[config.mk]
export PLATFORM = sky130hd
export DESIGN_NAME = flow_pid_pump_controller_top
export DESIGN_NICKNAME = d
export VERILOG_FILES = /design/src/hw/rtl/fpc_pkg.sv /design/src/hw/rtl/fpc_mac.sv /design/src/hw/rtl/flow_pid_pump_controller_top.sv
export SDC_FILE = /design/constraint.sdc
export NUM_CORES = 1
export LEC_CHECK = 0
export BUFFER_PORTS_ARGS = -buffer_cell sky130_fd_sc_hd__buf_4
export CAP_MARGIN = 30
export CORE_ASPECT_RATIO = 1.1
export CORE_MARGIN = 10
export CORE_UTILIZATION = 35
export CTS_CLUSTER_DIAMETER = 200
export DETAILED_ROUTE_END_ITERATION = 8
export SKIP_LAST_GASP = 1
export SLEW_MARGIN = 10
export SYNTH_ARGS = -nofsm -noshare
export SYNTH_HDL_FRONTEND = slang
export SYNTH_SLANG_ARGS = --single-unit
[constraint.sdc]
create_clock -name aclk -period 11.5 [get_ports aclk]
set_input_delay 3.45 -clock aclk [delete_from_list [all_inputs] [get_ports aclk]]
set_output_delay 3.45 -clock aclk [all_outputs]
set_load 0.005 [all_outputs]
[src/hw/rtl/fpc_pkg.sv]
// Shared types and constants for the flow PID pump controller.
package fpc_pkg;

    localparam int GAIN_W  = 16;
    localparam int SET_W   = 24;
    localparam int ERR_W   = 25;
    localparam int DER_W   = 26;
    localparam int ACC_W   = 64;
    localparam int CNT_FLD = 12;
    localparam int STEP_W  = 4;

    localparam logic [1:0] FUNC_SAMPLE   = 2'd0;
    localparam logic [1:0] FUNC_PUMP_ON  = 2'd1;
    localparam logic [1:0] FUNC_PUMP_OFF = 2'd2;

    localparam logic [2:0] REG_SETPOINT   = 3'd0;
    localparam logic [2:0] REG_PROP_GAIN  = 3'd1;
    localparam logic [2:0] REG_INTEG_GAIN = 3'd2;
    localparam logic [2:0] REG_DERIV_GAIN = 3'd3;
    localparam logic [2:0] REG_FLOW_GAIN  = 3'd4;

    localparam logic [SET_W-1:0]  SETPOINT_RST   = 24'd0;
    localparam logic [GAIN_W-1:0] PROP_GAIN_RST  = 16'd3277;
    localparam logic [GAIN_W-1:0] INTEG_GAIN_RST = 16'd590;
    localparam logic [GAIN_W-1:0] DERIV_GAIN_RST = 16'd429;
    localparam logic [GAIN_W-1:0] FLOW_GAIN_RST  = 16'd2612;

    localparam logic [7:0]        DUTY_MAX  = 8'd255;
    localparam logic [SET_W-1:0]  FLOW_MAX  = 24'hFFFFFF;
    localparam logic signed [ACC_W-1:0] IC_POS = 64'sd17592186044416;
    localparam logic signed [ACC_W-1:0] IC_NEG = -64'sd17592186044416;

    typedef struct packed {
        logic [1:0]         func;
        logic [CNT_FLD-1:0] pulse_count;
        logic               low_level;
    } in_t;

    typedef struct packed {
        logic [7:0]       duty;
        logic [SET_W-1:0] flow;
        logic             pump_running;
        logic             level_low;
    } out_t;

    typedef struct packed {
        logic load;
        logic clear;
        logic step;
    } mac_ctrl_t;

endpackage

[src/hw/rtl/fpc_mac.sv]
// Bit-serial multiply-accumulate: one multiplier bit per cycle while step is asserted.
module fpc_mac import fpc_pkg::*; (
    input  logic                     aclk,
    input  mac_ctrl_t                ctrl,
    input  logic signed [ACC_W-1:0]  mcand_in,
    input  logic [GAIN_W-1:0]        mplier_in,
    output logic signed [ACC_W-1:0]  acc
);

    logic signed [ACC_W-1:0] mcand_reg;
    logic [GAIN_W-1:0]       mplier_reg;
    logic signed [ACC_W-1:0] acc_reg;

    always_ff @(posedge aclk) begin
        if (ctrl.load) begin
            mcand_reg  <= mcand_in;
            mplier_reg <= mplier_in;
            if (ctrl.clear) begin
                acc_reg <= '0;
            end
        end else if (ctrl.step) begin
            // add the shifted multiplicand when the current bit is set
            if (mplier_reg[0]) begin
                acc_reg <= acc_reg + mcand_reg;
            end
            mcand_reg  <= mcand_reg <<< 1;
            mplier_reg <= mplier_reg >> 1;
        end
    end

    assign acc = acc_reg;

endmodule

[src/hw/rtl/flow_pid_pump_controller_top.sv]
// Flow PID pump controller: command decode, PID sequencer and result register.
//
// Input channel s_valid/s_ready/s_data carries one item: a sample-window end,
// a pump-on command or a pump-off command, each with the tank low-level bit.
// Only a sample produces a transaction on the result channel
// m_valid/m_ready/m_data (duty, flow, pump state, level echo).
// Configuration writes use cfg_wr_en/cfg_index/cfg_wr_data; a changed
// setpoint clears the PID state. A sample runs through a bit-serial
// multiplier, one product after another: flow product, then P, I and D
// products (only the flow product with the pump off).
// One sample is in work at a time; the next item is taken once the result
// is in the output register.
// Reset loads the register defaults, enables the pump and clears the duty,
// flow and PID state. If the receiver stalls, the result waits in the output
// register and the sequencer holds until it can be handed over.
module flow_pid_pump_controller_top import fpc_pkg::*; #(
    parameter int COUNT_WIDTH    = 12,
    parameter int INTEGRAL_WIDTH = 48
) (
    input  logic             aclk,
    input  logic             aresetn,
    input  logic             s_valid,
    output logic             s_ready,
    input  in_t              s_data,
    output logic             m_valid,
    input  logic             m_ready,
    output out_t             m_data,
    input  logic             cfg_wr_en,
    input  logic [2:0]       cfg_index,
    input  logic [SET_W-1:0] cfg_wr_data
);

    localparam int IW = INTEGRAL_WIDTH;
    localparam logic [GAIN_W-1:0] CNT_MASK =
        GAIN_W'((32'd1 << COUNT_WIDTH) - 32'd1);

    localparam logic [3:0] ST_IDLE = 4'd0;
    localparam logic [3:0] ST_FLOW = 4'd1;
    localparam logic [3:0] ST_FSAT = 4'd2;
    localparam logic [3:0] ST_ERR  = 4'd3;
    localparam logic [3:0] ST_P    = 4'd4;
    localparam logic [3:0] ST_LDI  = 4'd5;
    localparam logic [3:0] ST_I    = 4'd6;
    localparam logic [3:0] ST_LDD  = 4'd7;
    localparam logic [3:0] ST_D    = 4'd8;
    localparam logic [3:0] ST_OUT  = 4'd9;
    localparam logic [3:0] ST_DONE = 4'd10;

    logic [3:0]              state_reg;
    logic [STEP_W-1:0]       cnt_reg;
    logic [SET_W-1:0]        setpoint_reg;
    logic [GAIN_W-1:0]       prop_gain_reg, integ_gain_reg, deriv_gain_reg, flow_gain_reg;
    logic                    pump_en_reg;
    logic signed [IW-1:0]    integ_reg;
    logic signed [ERR_W-1:0] last_err_reg;
    logic [7:0]              duty_reg;
    logic [SET_W-1:0]        flow_reg;
    logic                    low_reg;
    logic signed [ACC_W-1:0] ic_reg;
    logic signed [DER_W-1:0] d_reg;
    logic                    m_valid_reg;
    out_t                    m_data_reg;

    mac_ctrl_t               mac_ctrl;
    logic signed [ACC_W-1:0] mac_mcand;
    logic [GAIN_W-1:0]       mac_mplier;
    logic signed [ACC_W-1:0] acc;

    logic                    accept;
    logic signed [ERR_W-1:0] err;
    logic signed [IW:0]      isum;
    logic signed [IW-1:0]    integ_next;
    logic signed [ACC_W-1:0] integ_ext;
    logic signed [ACC_W-1:0] ic_next;
    logic signed [DER_W-1:0] d_next;
    logic [GAIN_W-1:0]       pulses;
    logic                    last_step;

    assign accept    = s_valid && s_ready;
    assign s_ready   = (state_reg == ST_IDLE);
    assign m_valid   = m_valid_reg;
    assign m_data    = m_data_reg;
    assign last_step = (cnt_reg == {STEP_W{1'b1}});
    assign pulses    = GAIN_W'(s_data.pulse_count) & CNT_MASK;

    // error, saturated integral, derivative
    always_comb begin
        err  = ERR_W'({1'b0, setpoint_reg}) - ERR_W'({1'b0, flow_reg});
        isum = (IW+1)'(integ_reg) + (IW+1)'(err);
        if (isum[IW] != isum[IW-1]) begin
            integ_next = isum[IW] ? {1'b1, {(IW-1){1'b0}}} : {1'b0, {(IW-1){1'b1}}};
        end else begin
            integ_next = isum[IW-1:0];
        end
        integ_ext = ACC_W'(integ_next);
        if (integ_ext > IC_POS) begin
            ic_next = IC_POS;
        end else if (integ_ext < IC_NEG) begin
            ic_next = IC_NEG;
        end else begin
            ic_next = integ_ext;
        end
        d_next = DER_W'(err) - DER_W'(last_err_reg);
    end

    always_comb begin
        mac_ctrl   = '0;
        mac_mcand  = ACC_W'({1'b0, pulses});
        mac_mplier = flow_gain_reg;
        unique case (state_reg)
            ST_IDLE: begin
                mac_ctrl.load  = accept && (s_data.func == FUNC_SAMPLE);
                mac_ctrl.clear = 1'b1;
            end
            ST_ERR: begin
                mac_ctrl.load  = 1'b1;
                mac_ctrl.clear = 1'b1;
                mac_mcand      = ACC_W'(err);
                mac_mplier     = prop_gain_reg;
            end
            ST_LDI: begin
                mac_ctrl.load = 1'b1;
                mac_mcand     = ic_reg;
                mac_mplier    = integ_gain_reg;
            end
            ST_LDD: begin
                mac_ctrl.load = 1'b1;
                mac_mcand     = ACC_W'(d_reg);
                mac_mplier    = deriv_gain_reg;
            end
            ST_FLOW, ST_P, ST_I, ST_D: begin
                mac_ctrl.step = 1'b1;
            end
            default: begin
                mac_ctrl = '0;
            end
        endcase
    end

    fpc_mac u_mac (
        .aclk      (aclk),
        .ctrl      (mac_ctrl),
        .mcand_in  (mac_mcand),
        .mplier_in (mac_mplier),
        .acc       (acc)
    );

    always_ff @(posedge aclk) begin
        if (!aresetn) begin
            state_reg      <= ST_IDLE;
            cnt_reg        <= '0;
            setpoint_reg   <= SETPOINT_RST;
            prop_gain_reg  <= PROP_GAIN_RST;
            integ_gain_reg <= INTEG_GAIN_RST;
            deriv_gain_reg <= DERIV_GAIN_RST;
            flow_gain_reg  <= FLOW_GAIN_RST;
            pump_en_reg    <= 1'b1;
            integ_reg      <= '0;
            last_err_reg   <= '0;
            duty_reg       <= '0;
            flow_reg       <= '0;
            m_valid_reg    <= 1'b0;
        end else begin
            // the result stage reloads the register itself when it hands over
            if (m_valid_reg && m_ready && state_reg != ST_DONE) begin
                m_valid_reg <= 1'b0;
            end
            if (cfg_wr_en) begin
                unique case (cfg_index)
                    REG_SETPOINT: begin
                        if (cfg_wr_data != setpoint_reg) begin
                            setpoint_reg <= cfg_wr_data;
                            integ_reg    <= '0;
                            last_err_reg <= '0;
                        end
                    end
                    REG_PROP_GAIN:  prop_gain_reg  <= cfg_wr_data[GAIN_W-1:0];
                    REG_INTEG_GAIN: integ_gain_reg <= cfg_wr_data[GAIN_W-1:0];
                    REG_DERIV_GAIN: deriv_gain_reg <= cfg_wr_data[GAIN_W-1:0];
                    REG_FLOW_GAIN:  flow_gain_reg  <= cfg_wr_data[GAIN_W-1:0];
                    default: ;
                endcase
            end
            unique case (state_reg)
                ST_IDLE: begin
                    if (accept) begin
                        low_reg <= s_data.low_level;
                        cnt_reg <= '0;
                        if (s_data.low_level || s_data.func == FUNC_PUMP_OFF) begin
                            pump_en_reg  <= 1'b0;
                            duty_reg     <= '0;
                            integ_reg    <= '0;
                            last_err_reg <= '0;
                        end else if (s_data.func == FUNC_PUMP_ON) begin
                            pump_en_reg <= 1'b1;
                        end
                        if (s_data.func == FUNC_SAMPLE) begin
                            state_reg <= ST_FLOW;
                        end
                    end
                end
                ST_FLOW, ST_P, ST_I, ST_D: begin
                    cnt_reg <= cnt_reg + 1'b1;
                    if (last_step) begin
                        state_reg <= state_reg + 4'd1;
                    end
                end
                ST_FSAT: begin
                    flow_reg  <= (acc[ACC_W-1:SET_W] != '0) ? FLOW_MAX : acc[SET_W-1:0];
                    state_reg <= pump_en_reg ? ST_ERR : ST_DONE;
                end
                ST_ERR: begin
                    integ_reg    <= integ_next;
                    last_err_reg <= err;
                    ic_reg       <= ic_next;
                    d_reg        <= d_next;
                    state_reg    <= ST_P;
                end
                ST_LDI, ST_LDD: begin
                    state_reg <= state_reg + 4'd1;
                end
                ST_OUT: begin
                    if (acc < 0) begin
                        duty_reg <= '0;
                    end else if (acc[ACC_W-1:32] != '0) begin
                        duty_reg <= DUTY_MAX;
                    end else begin
                        duty_reg <= acc[31:24];
                    end
                    state_reg <= ST_DONE;
                end
                ST_DONE: begin
                    // hold until the output register is free
                    if (!m_valid_reg || m_ready) begin
                        m_valid_reg              <= 1'b1;
                        m_data_reg.duty          <= duty_reg;
                        m_data_reg.flow          <= flow_reg;
                        m_data_reg.pump_running  <= pump_en_reg;
                        m_data_reg.level_low     <= low_reg;
                        state_reg                <= ST_IDLE;
                    end else begin
                        m_valid_reg <= 1'b1;
                    end
                end
                default: state_reg <= ST_IDLE;
            endcase
        end
    end

endmodule

==> Word level (Yosys, flattened, before mapping) <==
Index checks and enable logic that the tools add are counted.
{ "op_classes": {"addsub": 6, "mul": 0, "div": 0, "magnitude_cmp": 3, "n_eq_ne": 26, "shifts": 0, "mux": 46, "n_bitwise": 0, "reduce_logical": 36} }
{ "op_table": {"columns": ["operator", "n"], "rows": [
  ["$mux 64", 7],
  ["$mux 48", 7],
  ["$pmux 64 s3", 1],
  ["$mux 25", 5],
  ["$pmux 48 s2", 1],
  ["$add 64x64->64", 1],
  ["$lt 64x1->1 const B", 1],
  ["$pmux 25 s2", 1],
  ["$add 48x25->49", 1],
  ["$gt 48x46->1 const B", 1],
  ["$lt 48x45->1 const B", 1],
  ["$pmux 16 s3", 1],
  ["$reduce_bool 40->1", 1],
  ["$mux 16", 2],
  ["$mux 8", 4],
  ["$reduce_bool 32->1", 1],
  ["$pmux 4 s7", 1],
  ["$sub 25x25->26", 1],
  ["$sub 24x24->25", 1],
  ["$mux 24", 1],
  ["$mux 4", 6],
  ["$ne 24x24->1", 1],
  ["$reduce_and 3->1", 6],
  ["$eq 4x3->1 const B", 4],
  ["other kinds (29)", 60]
]} }
{ "totals": {"ff_bits": 472, "latch_bits": 0, "ram_bits": 0, "rom_bits": 0, "inputBits": 47, "output_inout_bits": 36, "word_cells": 141, "memories": 0} }

==> Longest topological paths before layout <==
{ "depth": {"ltp_word": 7, "ltp_mapped": 33, "depth_no_buf": 30} }

==> Modules after synthesis <==
From an unflattened synthesis, not the netlist that was laid out.
{ "unflattened": {"hier_cells": 3020, "hier_area_um2": 27978.1} }
{ "modules_own_cells": {"columns": ["module", "instances", "cells_per_inst", "area_per_inst_um2", "seq_area_each_um2"], "rows": [
  ["flow_pid_pump_controller_top", 1, 2157, 18637.9, 7337.0],
  ["fpc_mac", 1, 863, 9340.2, 4324.1]
]} }

==> Worst setup path before layout <==
Ideal clock, no wire load.
{ "synth_timing": {"path_kind": "in2reg", "start": "input s_data[13] in the netlist's numbering", "end": "register u_mac.acc_reg[0] (netlist: u_mac.acc[0]) (enable)", "setup_time_ps": 565, "arrival_time_ps": 8585, "required_time_ps": 10935, "setup_slack_ps": 2351, "stages": 7, "path_buffers": 1, "cell_sequence": "inv_1 and3_1 nand2_1 nand2_1 clkbuf_1 a21oi_1 nor3_1"} }
{ "synth_between": {"elab_chain_cells": 5, "elab_cells_between_ends": 7, "classes_between": "eq/ne: 1; mux: 1; reduce/logical: 5"} }
{ "synth_lines": {"columns": ["element", "line_no", "rtl"], "rows": [
  ["start, declared", "flow_pid_pump_controller_top.sv:24", "input in_t s_data,"],
  ["$logic_not 2->1 *", "flow_pid_pump_controller_top.sv:112", "mac_ctrl.load = accept && (s_data.func == FUNC_SAMPLE);"],
  ["$logic_and 1x1->1 *", "flow_pid_pump_controller_top.sv:112", null],
  ["$pmux 1 s2 *", "flow_pid_pump_controller_top.sv:110", "unique case (state_reg)"],
  ["$ne 2x2->1 (no source line) or $reduce_bool 2->1 (tied branches)", null, null],
  ["$reduce_and 3->1 (no source line) *", null, null],
  ["end signal, assigned", "fpc_mac.sv:24", "acc_reg <= acc_reg + mcand_reg;"],
  ["end, declared", "fpc_mac.sv:12", "logic signed [ACC_W-1:0] acc_reg;"]
]} }
Every way passes the cells marked *; elsewhere a longest branch is shown, timed or not.
A chain may end at the register's enable or synchronous reset.

==> Final worst setup path <==
{ "layout_timing": {"start": "register setpoint_reg[0]", "end": "register ic_reg[2], data pin"} }
{ "layout_between": {"elab_chain_cells": 6, "elab_cells_between_ends": 8, "classes_between": "add/sub: 2; order compare: 2; eq/ne: 1; mux: 2; reduce/logical: 1"} }
{ "layout_lines": {"columns": ["element", "line_no", "rtl"], "rows": [
  ["start, declared", "flow_pid_pump_controller_top.sv:51", "logic [SET_W-1:0] setpoint_reg;"],
  ["start signal, assigned", "flow_pid_pump_controller_top.sv:172", "setpoint_reg <= cfg_wr_data;"],
  ["$sub 24x24->25 *", "flow_pid_pump_controller_top.sv:88", "err = ERR_W'({1'b0, setpoint_reg}) - ERR_W'({1'b0, flow_reg});"],
  ["$add 48x25->49 *", "flow_pid_pump_controller_top.sv:89", "isum = (IW+1)'(integ_reg) + (IW+1)'(err);"],
  ["$mux 48 or $ne 1x1->1 (tied branches)", "flow_pid_pump_controller_top.sv:91, flow_pid_pump_controller_top.sv:90", null],
  ["$mux 48 *", "flow_pid_pump_controller_top.sv:90", "if (isum[IW] != isum[IW-1]) begin"],
  ["$gt 48x46->1 or $lt 48x45->1 (tied branches)", "flow_pid_pump_controller_top.sv:96, flow_pid_pump_controller_top.sv:98", null],
  ["$reduce_or 2->1 (no source line)", null, null],
  ["end signal, assigned", "flow_pid_pump_controller_top.sv:215", "ic_reg <= ic_next;"],
  ["end, declared", "flow_pid_pump_controller_top.sv:59", "logic signed [ACC_W-1:0] ic_reg;"]
]} }
Marked as above.

==> metrics <==
status complete, no violations; CTS tree yes; clk_lat worst skew 0.59 ns; startpoint types flop; final setup violation count 0; Final Cycle Share 0.7143; syn_nets 3191; WP data required 11.92 ns; H-tree Lvls 2; max_cap viols 0; vias in the first global route 21275; Fin Clk Skew 0.03127 ns; first-pass GRT wire length 124500 um; RSZ-0062 raised after global routing false; EDFF count, synth 253; share of cells above drive strength 1 0.1028; Post-CTS Setup Inserts 0; Post-route DRC 0; Tot GR Track Use 0.1711; Die Area 90180 sq um; Vias per Instance 5.527; Total Wirelength 79620 um; fmax 121.7 MHz; Area Growth Syn to Fin 11.83%; CTS Root Cell clkbuf_16; Detailed Routing Iterations Pass 1 8; Post-synth ARST share 0; hpwl dp 58970 um; post-synthesis cell type count 89; IO Port Bufs 82; CTS Buffer Depth 3; core area 77650 sq um; Die Span Y 314.0 um; Post-Synthesis Cells 2974; WS Path Type flop to flop; post-cts hold buffer count 0; syn avg cell area 9.246 sq um; 1st-iter DRT viols 1954; # nets final 3192; Hold Crit Class flop to flop; flops & latches, synth 456; DR vias 22391; Num CTS Buffers 49; TNS Setup 0 ns; CP delay by family, top compound AO/OA/AOI/OAI gates; Slew @ Worst Pin 0.9729 ns; Tmin final 8.215 ns; clk slew on worst S/H paths 0.06 ns; largest net degree at the start of global routing 75; Ports 83; Synth Cell Area 27500 sq um; antenna-violating nets left 0; grt total ovfl 0; Sink Count 456; Initial Util 0.3541; WL/cell 19.65 um; Final Hold Fails 0; crit path DAT 8.64 ns; crit-path max cell delay 0.49 ns; Critical Path Fanout Max 41; Most used DFF post-synth edfxtp_1; Reg2Reg Setup Slack 3.29 ns; # rows 107; Bufs and invs on worst path 6; # diodes 0; post-layout util 0.3960; sequential share of the synthesized area 0.4241; Hold Slack 0.4301 ns; Worst path slowest cell o31ai_1; post_cts resized 0; RePlAce Congestion 0.9373; Slew Limit Fails 0; Die Width 287.2 um; initial antenna violation count 0; slew margin rel. 0.3490; Ys Warns 0; Worst setup EP type flop
metrics by stage:
| step | cell area (sq um) | worst slack (ns) | instances |
|---|---|---|---|
| after global placement | 29000 | 3.425 | 3956 |
| final | 30750 | 3.285 | 4051 |
| after global routing | 30750 | 2.563 | 4051 |
| after floorplan | 27500 | 2.351 | 2974 |
| after CTS | 30750 | 3.292 | 4051 |
| after detailed placement | 29060 | 3.332 | 3959 |
layer usage:
metal  share of wire  track usage  up-vias
met1            0.48       0.2437    10711
met2            0.44       0.2701      646
met3           0.055      0.01869      110
met5               0            0        -
li1                -            -    10924
met4           0.025      0.04822        0
cells in the final DEF, fill, tap and decap left out, types with 56 or more instances in the layout:
master and count:
inv_1 97, a21oi_1 181, nand3_1 82, nor2b_1 61
ha_1 166, buf_4 106, o21ai_0 167, clkbuf_16 56
a21boi_0 70, xnor2_1 94, xor2_1 64, nand2_1 419
edfxtp_1 253, a21o_1 102, nor2_1 180, dfxtp_1 203
synth_stat cells, types with 83 or more instances:
cell      count  area, sq um
clkbuf_1    131        491.7
nor2_1      181        679.4
nand2_1     420         1577
xnor2_1      94        823.3
a21o_1      102        765.7
dfxtp_1     203         4064
edfxtp_1    253         7597
inv_1        98        367.9
nand3_1      83        415.4
o21ai_0     167        835.8
ha_1        166         2077
a21oi_1     182        910.9
worst paths after layout:
kind,cells past startpoint,start,end
setup / recovery,31,setpoint_reg[0]$_SDFFE_PN0P_,ic_reg[2]$_SDFFCE_PP0P_
hold / removal,0,duty_reg[6]$_SDFFE_PN0P_,m_data[32]$_DFFE_PP_
setup reg to reg,31,setpoint_reg[0]$_SDFFE_PN0P_,ic_reg[2]$_SDFFCE_PP0P_
hold reg to reg,0,duty_reg[6]$_SDFFE_PN0P_,m_data[32]$_DFFE_PP_
cell type report:
class | instances | area [sq um]
fill | 7810 | 46900
inverter | 99 | 372.9
tap | 1035 | 1295
multi-input combinational | 2260 | 14870
sequential | 456 | 11660
clock buffer | 77 | 1550
clock inverter | 15 | 140.1
timing repair buffer | 109 | 855.8
logic make-up after synthesis:
group           Yosys count  synth area share
flops                   456            0.4241
xor+xnor                158           0.05033
compound gates          859            0.2158
mux                      28           0.01019
fa+ha+maj               192           0.08646
buf+inv                 258           0.03740
simple gates           1023            0.1757
Power is left out: the tool's default activity adds up to more than one toggle a clock period on the data nets, which glitch-free logic cannot reach.
